**config.mk**
```make
export PLATFORM = sky130hd
export DESIGN_NAME = brace_property_list_parser
export DESIGN_NICKNAME = d
export VERILOG_FILES = /design/src/rtl/bpl_pkg.sv /design/src/rtl/brace_property_list_parser.sv /design/src/rtl/bpl_step.sv /design/src/rtl/bpl_res_queue.sv
export SDC_FILE = /design/constraint.sdc
export NUM_CORES = 1
export LEC_CHECK = 0
export BUFFER_PORTS_ARGS = -buffer_cell sky130_fd_sc_hd__buf_4
export CORE_MARGIN = 4
export CORE_UTILIZATION = 40
export DETAILED_ROUTE_END_ITERATION = 10
export PLACE_DENSITY_LB_ADDON = 0.08
export RECOVER_POWER = 25
export SETUP_SLACK_MARGIN = 0.2
export SKIP_CTS_REPAIR_TIMING = 1
export SLEW_MARGIN = 20
export SYNTH_ARGS = -nofsm -noshare
export SYNTH_HDL_FRONTEND = slang
export SYNTH_HIERARCHICAL = 1
export SYNTH_SLANG_ARGS = --single-unit
```
**constraint.sdc**
```tcl
create_clock -name clk -period 4.6 [get_ports clk]
set_input_delay 0.46 -clock clk [delete_from_list [all_inputs] [get_ports clk]]
set_output_delay 0.46 -clock clk [all_outputs]
set_load 0.03 [all_outputs]
```
**src/rtl/bpl_pkg.sv**
```systemverilog
// ---------------------------------------------------------------------------
// bpl_pkg - shared types and constants of the brace property list parser
// Holds the parser state, result item layout, character codes and the
// sizing of the result queue.
// ---------------------------------------------------------------------------
package bpl_pkg;

	// deepest brace nesting allowed inside a value
	localparam int MAX_NESTING = 255;
	localparam int NEST_W      = $clog2(MAX_NESTING + 1);

	// result queue, one entry per input beat that gives results
	localparam int QUEUE_DEPTH = 4;
	localparam int QPTR_W      = $clog2(QUEUE_DEPTH);
	localparam int QCNT_W      = $clog2(QUEUE_DEPTH + 1);

	localparam int CHAR_W   = 16;
	localparam int STATUS_W = 3;
	localparam int KIND_W   = 2;
	localparam int IN_DATA_W  = 16;
	localparam int OUT_DATA_W = 24;

	// character codes
	localparam logic [CHAR_W-1:0] CH_COLON = 16'h003A;
	localparam logic [CHAR_W-1:0] CH_OPEN  = 16'h007B;
	localparam logic [CHAR_W-1:0] CH_CLOSE = 16'h007D;
	localparam logic [CHAR_W-1:0] CH_TAB   = 16'h0009;
	localparam logic [CHAR_W-1:0] CH_CR    = 16'h000D;
	localparam logic [CHAR_W-1:0] CH_SPACE = 16'h0020;
	localparam logic [CHAR_W-1:0] CH_GFIRST = 16'h0021;
	localparam logic [CHAR_W-1:0] CH_GLAST  = 16'h007E;

	typedef enum logic [1:0] {
		PH_BETWEEN     = 2'd0,
		PH_NAME        = 2'd1,
		PH_AFTER_COLON = 2'd2,
		PH_VALUE       = 2'd3
	} phase_t;

	typedef enum logic [KIND_W-1:0] {
		K_NAME  = 2'd0,
		K_VALUE = 2'd1,
		K_ENTRY = 2'd2,
		K_DONE  = 2'd3
	} kind_t;

	typedef enum logic [STATUS_W-1:0] {
		ST_OK         = 3'd0,
		ST_NO_COLON   = 3'd1,
		ST_NO_OPEN    = 3'd2,
		ST_UNCLOSED   = 3'd3,
		ST_TOO_DEEP   = 3'd4
	} status_t;

	typedef struct packed {
		phase_t              phase;
		logic [NEST_W-1:0]   nesting;
		logic                failed;
	} parse_state_t;

	typedef struct packed {
		kind_t               kind;
		logic [CHAR_W-1:0]   ch;
		status_t             status;
	} result_t;

	// one queue entry: first result, second result, second one present
	typedef struct packed {
		result_t r0;
		result_t r1;
		logic    pair;
	} res_entry_t;

	localparam parse_state_t STATE_RESET = '{phase: PH_BETWEEN, nesting: '0, failed: 1'b0};

endpackage

```
**src/rtl/brace_property_list_parser.sv**
```systemverilog
// ---------------------------------------------------------------------------
// brace_property_list_parser - streaming parser for name:{value} text
// Takes one 16-bit code unit per beat, gives name characters, value
// characters, entry-complete markers and a final status.
// ---------------------------------------------------------------------------
// Input channel s_*: one code unit per beat in s_tdata, s_tlast on the last
// unit of the text. Output channel m_*: one result per beat, m_tuser holds
// the kind, m_tdata the character and status, m_tlast the last result
// caused by one input beat. A beat gives zero, one or two results.
// An accepted beat is registered in the input register, parsed and its
// results written into the result queue, which offers them on m_*.
// Throughput: one input beat per cycle while the receiver keeps up; a beat
// with two results holds the output for both of them, so the rate is set
// by the single output port and the four-group result queue.
// s_tready drops when the queue plus the beat in the input register would
// fill it, so a stalled receiver holds the input back without loss.
// Reset empties the queue and the input register and puts the parser
// between entries with zero nesting and no error pending.
// ---------------------------------------------------------------------------
module brace_property_list_parser import bpl_pkg::*; (
	input  logic                  clk,
	input  logic                  arst_n,
	input  logic                  s_tvalid,
	output logic                  s_tready,
	input  logic [IN_DATA_W-1:0]  s_tdata,   // [15:0] code_unit
	input  logic                  s_tlast,
	output logic                  m_tvalid,
	input  logic                  m_tready,
	output logic [OUT_DATA_W-1:0] m_tdata,   // [15:0] char_out, [18:16] status, rest zero
	output logic [KIND_W-1:0]     m_tuser,   // [1:0] kind
	output logic                  m_tlast
);

	logic                valid_s1;
	logic [CHAR_W-1:0]   unit_s1;
	logic                last_s1;
	parse_state_t        state_q;
	parse_state_t        state_nxt;
	logic [1:0]          res_cnt;
	result_t             res0;
	result_t             res1;
	res_entry_t          wr_entry;
	logic                wr_en;
	logic [QCNT_W-1:0]   q_count;
	result_t             out_res;

	// room for the beat in the input register and one more
	assign s_tready = ({1'b0, q_count} + (QCNT_W + 1)'(valid_s1)) < (QCNT_W + 1)'(QUEUE_DEPTH);

	// input register
	always_ff @(posedge clk or negedge arst_n) begin
		if (!arst_n) begin
			valid_s1 <= 1'b0;
		end else begin
			valid_s1 <= s_tvalid && s_tready;
		end
	end

	always_ff @(posedge clk) begin
		if (s_tvalid && s_tready) begin
			unit_s1 <= s_tdata[CHAR_W-1:0];
			last_s1 <= s_tlast;
		end
	end

	bpl_step u_step (
		.st         (state_q),
		.code_unit  (unit_s1),
		.final_unit (last_s1),
		.nxt        (state_nxt),
		.res_cnt    (res_cnt),
		.res0       (res0),
		.res1       (res1)
	);

	// parser state
	always_ff @(posedge clk or negedge arst_n) begin
		if (!arst_n) begin
			state_q <= STATE_RESET;
		end else if (valid_s1) begin
			state_q <= state_nxt;
		end
	end

	// queue write of the results of one beat
	assign wr_en    = valid_s1 && res_cnt != 2'd0;
	assign wr_entry = '{r0: res0, r1: res1, pair: res_cnt == 2'd2};

	bpl_res_queue u_queue (
		.clk       (clk),
		.arst_n    (arst_n),
		.wr_en     (wr_en),
		.wr_entry  (wr_entry),
		.count     (q_count),
		.out_valid (m_tvalid),
		.out_ready (m_tready),
		.out_res   (out_res),
		.out_last  (m_tlast)
	);

	// output packing
	assign m_tdata = {{(OUT_DATA_W - CHAR_W - STATUS_W){1'b0}}, out_res.status, out_res.ch};
	assign m_tuser = out_res.kind;

	// the queue never overflows when a beat writes its results
	a_no_overflow : assert property (@(posedge clk) disable iff (!arst_n)
		wr_en |-> q_count < QCNT_W'(QUEUE_DEPTH))
		else $error("result queue written while full");

	// the last unit of a text always leaves the parser in its reset state
	a_final_resets : assert property (@(posedge clk) disable iff (!arst_n)
		(valid_s1 && last_s1) |=> (state_q.phase == PH_BETWEEN && state_q.nesting == '0
			&& !state_q.failed))
		else $error("parser not back to reset after the last unit");

	// nesting is only non-zero inside a value
	a_nest_in_value : assert property (@(posedge clk) disable iff (!arst_n)
		(state_q.phase != PH_VALUE) |-> (state_q.nesting == '0))
		else $error("nesting left over outside a value");

	// no results once an error is pending
	a_quiet_after_error : assert property (@(posedge clk) disable iff (!arst_n)
		(valid_s1 && state_q.failed) |-> !wr_en)
		else $error("result given after an error");

endmodule

```
**src/rtl/bpl_step.sv**
```systemverilog
// ---------------------------------------------------------------------------
// bpl_step - parser update for one code unit
// Works out the next parser state and up to two result items from the
// current state and one registered input beat.
// ---------------------------------------------------------------------------
module bpl_step import bpl_pkg::*; (
	input  parse_state_t       st,
	input  logic [CHAR_W-1:0]  code_unit,
	input  logic               final_unit,
	output parse_state_t       nxt,
	output logic [1:0]         res_cnt,
	output result_t            res0,
	output result_t            res1
);

	logic    is_space;
	logic    is_graphic;
	logic    prim_v;
	result_t prim;
	logic    done_v;
	result_t done_r;
	logic [NEST_W-1:0] nest_dec;

	// character classes
	assign is_space   = (code_unit >= CH_TAB && code_unit <= CH_CR) || code_unit == CH_SPACE;
	assign is_graphic = code_unit >= CH_GFIRST && code_unit <= CH_GLAST;
	assign nest_dec   = (st.nesting != '0) ? st.nesting - 1'b1 : '0;

	// phase update and the result caused by the unit itself
	always_comb begin
		nxt    = st;
		prim_v = 1'b0;
		prim   = '{kind: K_VALUE, ch: code_unit, status: ST_OK};
		done_v = 1'b0;
		done_r = '{kind: K_DONE, ch: '0, status: ST_OK};
		if (!st.failed) begin
			unique case (st.phase)
				PH_BETWEEN: begin
					if (is_space) begin
						nxt.phase = PH_BETWEEN;
					end else if (code_unit == CH_COLON) begin
						nxt.phase = PH_AFTER_COLON;
					end else begin
						nxt.phase = PH_NAME;
						prim_v    = is_graphic;
						prim.kind = K_NAME;
					end
				end
				PH_NAME: begin
					if (code_unit == CH_COLON) begin
						nxt.phase = PH_AFTER_COLON;
					end else begin
						prim_v    = is_graphic;
						prim.kind = K_NAME;
					end
				end
				PH_AFTER_COLON: begin
					if (code_unit == CH_OPEN) begin
						nxt.phase   = PH_VALUE;
						nxt.nesting = NEST_W'(1);
					end else if (!is_space) begin
						prim_v     = 1'b1;
						prim       = '{kind: K_DONE, ch: '0, status: ST_NO_OPEN};
						nxt.failed = 1'b1;
					end
				end
				PH_VALUE: begin
					prim_v = 1'b1;
					if (code_unit == CH_OPEN) begin
						if (st.nesting >= NEST_W'(MAX_NESTING)) begin
							prim       = '{kind: K_DONE, ch: '0, status: ST_TOO_DEEP};
							nxt.failed = 1'b1;
						end else begin
							nxt.nesting = st.nesting + 1'b1;
						end
					end else if (code_unit == CH_CLOSE) begin
						nxt.nesting = nest_dec;
						if (nest_dec == '0) begin
							prim      = '{kind: K_ENTRY, ch: '0, status: ST_OK};
							nxt.phase = PH_BETWEEN;
						end
					end
				end
			endcase
		end

		// end of text: final status unless an error was already given
		if (final_unit) begin
			if (!nxt.failed) begin
				done_v = 1'b1;
				unique case (nxt.phase)
					PH_NAME:        done_r.status = ST_NO_COLON;
					PH_AFTER_COLON: done_r.status = ST_NO_OPEN;
					PH_VALUE:       done_r.status = ST_UNCLOSED;
					PH_BETWEEN:     done_r.status = ST_OK;
				endcase
			end
			nxt = STATE_RESET;
		end
	end

	// pack the results in order
	always_comb begin
		res_cnt = {1'b0, prim_v} + {1'b0, done_v};
		res0    = prim_v ? prim : done_r;
		res1    = done_r;
	end

endmodule

```
**src/rtl/bpl_res_queue.sv**
```systemverilog
// ---------------------------------------------------------------------------
// bpl_res_queue - result queue and output serialiser
// Holds up to QUEUE_DEPTH groups of one or two results and hands them out
// one beat at a time, marking the last beat of each group.
// ---------------------------------------------------------------------------
module bpl_res_queue import bpl_pkg::*; (
	input  logic              clk,
	input  logic              arst_n,
	input  logic              wr_en,
	input  res_entry_t        wr_entry,
	output logic [QCNT_W-1:0] count,
	output logic              out_valid,
	input  logic              out_ready,
	output result_t           out_res,
	output logic              out_last
);

	res_entry_t          entries_q [QUEUE_DEPTH];
	logic [QPTR_W-1:0]   wr_ptr_q;
	logic [QPTR_W-1:0]   rd_ptr_q;
	logic [QCNT_W-1:0]   count_q;
	logic                sub_q;
	res_entry_t          head;
	logic                beat;
	logic                pop;

	// head selection
	assign head      = entries_q[rd_ptr_q];
	assign out_valid = count_q != '0;
	assign out_res   = sub_q ? head.r1 : head.r0;
	assign out_last  = sub_q || !head.pair;
	assign beat      = out_valid && out_ready;
	assign pop       = beat && out_last;
	assign count     = count_q;

	// entry storage
	always_ff @(posedge clk) begin
		if (wr_en) begin
			entries_q[wr_ptr_q] <= wr_entry;
		end
	end

	// pointers, fill count and position inside the group
	always_ff @(posedge clk or negedge arst_n) begin
		if (!arst_n) begin
			wr_ptr_q <= '0;
			rd_ptr_q <= '0;
			count_q  <= '0;
			sub_q    <= 1'b0;
		end else begin
			if (wr_en) begin
				wr_ptr_q <= wr_ptr_q + 1'b1;
			end
			if (pop) begin
				rd_ptr_q <= rd_ptr_q + 1'b1;
			end
			if (beat) begin
				sub_q <= !out_last;
			end
			count_q <= count_q + QCNT_W'(wr_en) - QCNT_W'(pop);
		end
	end

endmodule

```
==> reports/qor.csv <==
metric;value;unit
outcome;finished clean;
clock slew at reported path FFs;0.06;ns
gp weighted congestion;0.902;
clock sinks;209;
Lkg Pwr;3.68;nW
Most used DFF post-synth;edfxtp_1;
# diodes;0;
DP HPWL;12900;um
clock root buffer;clkbuf_16;
Overall Global Routing Usage;15.7;%
pre-CTS setup slack;0.691;ns
area share of the largest cell type after synthesis;60.1;%
starting density of the core;41.2;%
synth top area cells;edfxtp_1 60%, mux4_2 9.5%, dfrtp_1 5.3%, nand2_1 3.4%, buf_4 1.9%;
Final Cycle Share;88.8;%
final core occ;46.5;%
RSZ-0062 raised after global routing;false;
Vias/cell;5.30;
WL met1;8530;um
Seq/Total Area, Yosys;65.4;%
number of buffers created by CTS;23;
crit-path max FO;31;
most frequent cells after synthesis;189 x edfxtp_1, 86 x nand2_1, 40 x mux4_2;
IO Port Bufs;44;
Syn. warnings;6;
WS Path Type;reg2reg;
Final setup viols;0;
Worst Path Required;4.79;ns
setup_tns;0;ns
cells after synthesis;617;
DR top layer;met4;
largest net degree at the start of global routing;46;
crit end category;flip-flop;
Reg area;0.00618;mm^2
die area;0.0261;mm^2
worst vdd ir;0.000301;V
die span in x;162;um
Slew @ Worst Pin;1.46;ns
syn avg cell area;15.3;um^2
first-pass GRT wire length;31900;um
Synth area leader;edfxtp_1;
Clk Latency, worst-skew pair;0.50;ns
Multi-input gate area;0.00289;mm^2
Slew Viols, Final;0;
Hold Crit Class;in2reg;
Avg WL per Cell;20.2;um
# rows;55;
fin crit period;4.08;ns
Met3 Wirelength;785;um
Cells on Worst Hold Path;1;
DRT iter0 DRCs;336;
crit path DAT;4.27;ns
routed vias;5288;
total gr overflow;0;
Power Density;557;mW/mm^2
DR pass1 iterations;5;
vias in the first global route;5426;
fillers;2030;
nets;699;
normalized max-slew margin;2.62;%
Worst Slack Setup Final;0.517;ns
CTS tree;yes;
ys async rst share;9.57;%
area grow syn2layout;13.0;%
fmax;245;MHz
flops & latches, synth;209;
Final Hold Viols;0;
post-route ant nets;0;
synthesized area;0.00944;mm^2
worst reg-to-reg path cell count;10;
Post-synth EDFFs;189;
routed wl met2;10400;um
CTS max path bufs;3;
share of cells above drive strength 1;20.8;%
count leader, synth;edfxtp_1;
residual DRC count;0;
Die Height;162;um
initial antenna violation count;1;
num ports;50;
# H-tree levels;1;
Synth cell types;67;
Total Wirelength;20200;um
maxcap violations;0;
Worst setup SP type;flip-flop;
core footprint;0.0229;mm^2
Final Skew;0.0127;ns
[kinds of logic after synthesis]
logic type / after synthesis / synth area share [%]
compound gates: 65 / 4.68
xor+xnor: 4 / 0.371
fa+ha+maj: 10 / 1.41
buf+inv: 65 / 4.44
flops: 209 / 65.4
mux: 59 / 12.6
other cells: 3 / 0.119
simple gates: 202 / 10.9
[path summary, 6_finish.rpt]
| path | start | slack, ns | to |
|---|---|---|---|
| worst min-delay path | s_tdata[0] | 0.16 | unit_s1[0] |
| worst min register to register | u_queue/wr_ptr_q[0] | 0.53 | u_queue/wr_ptr_q[0] |
| max in group asynchronous | arst_n | 3.15 | u_queue/rd_ptr_q[0] |
| min in group asynchronous | arst_n | 0.71 | u_queue/sub_q |
| worst max-delay path | unit_s1[13] | 0.52 | u_queue/entries_q[2][31] |
| worst max register to register | unit_s1[13] | 0.52 | u_queue/entries_q[2][31] |
[routing by layer]
metal | vias to the layer above | track usage (%)
li1 | 2440 | -
met4 | 0 | 4.15
met5 | - | 0
met1 | 2701 | 20.2
met3 | 32 | 2.22
met2 | 115 | 27.9
[metrics by stage]
| stage | cells | hold WS, ns | total power, mW | area (um^2) |
|---|---|---|---|---|
| 6_report | 997 | 0.157 | 5.94 | 10700 |
| 5_1_grt | 997 | 0.132 | 6.26 | 10700 |
| 4_1_cts | 996 | -0.164 | 6.07 | 10700 |
| 3_5_place_dp | 955 | 0.361 | 4.27 | 10000 |
| 3_3_place_gp | 955 | 0.356 | 4.25 | 10000 |
| 2_1_floorplan | 638 | 0.164 | 3.76 | 9520 |
[flip-flops by register name (all words and copies together) (netlist names)]
signal             flops
last_s1                1
state_q               11
u_queue/count          3
u_queue/entries_q    172
u_queue/rd_ptr_q       2
u_queue/sub_q          1
u_queue/wr_ptr_q       2
unit_s1               16
valid_s1               1
[worst max-delay path, stage by stage, from the launching register on]
cell and delay [ns]:
edfxtp_1 0.39, or4_1 0.67, or3_1 0.52, nor3_1 0.41, nand2_1 0.20, nand3_1 0.18
inv_1 0.06, ha_1 0.29, o21a_1 0.30, and2_2 0.46, buf_12 0.28
[where the power goes]
group          internal, mW  switching [mW]
Combinational         0.699           0.991
Clock                  1.09           0.695
Sequential             2.29           0.174
Total                  4.08            1.86
[cell usage in the layout, fill, tap and decap left out, types with 5 or more instances in the layout]
| cell | instances |
|---|---|
| buf_4 | 31 |
| clkbuf_1 | 15 |
| nor2_1 | 23 |
| and3_1 | 7 |
| clkbuf_4 | 11 |
| inv_1 | 14 |
| a31oi_1 | 6 |
| mux2_4 | 8 |
| clkinv_1 | 5 |
| and2_0 | 7 |
| mux4_2 | 40 |
| dfrtp_1 | 18 |
| nor3_1 | 14 |
| nor4_1 | 5 |
| o21ai_0 | 12 |
| clkbuf_16 | 23 |
| nand2_1 | 86 |
| a21oi_1 | 21 |
| conb_1 | 24 |
| ha_1 | 9 |
| edfxtp_1 | 189 |
| nand3_1 | 14 |
[layout make-up]
type / instances / area share (%)
Multi-Input combinational cell: 364 / 27.1
Inverter: 15 / 0.528
Tap cell: 313 / 3.67
Clock buffer: 29 / 5.61
Sequential cell: 209 / 57.9
Clock inverter: 12 / 1.28
Timing Repair Buffer: 55 / 3.93
Note: power is estimated with default switching activity, not from simulation.
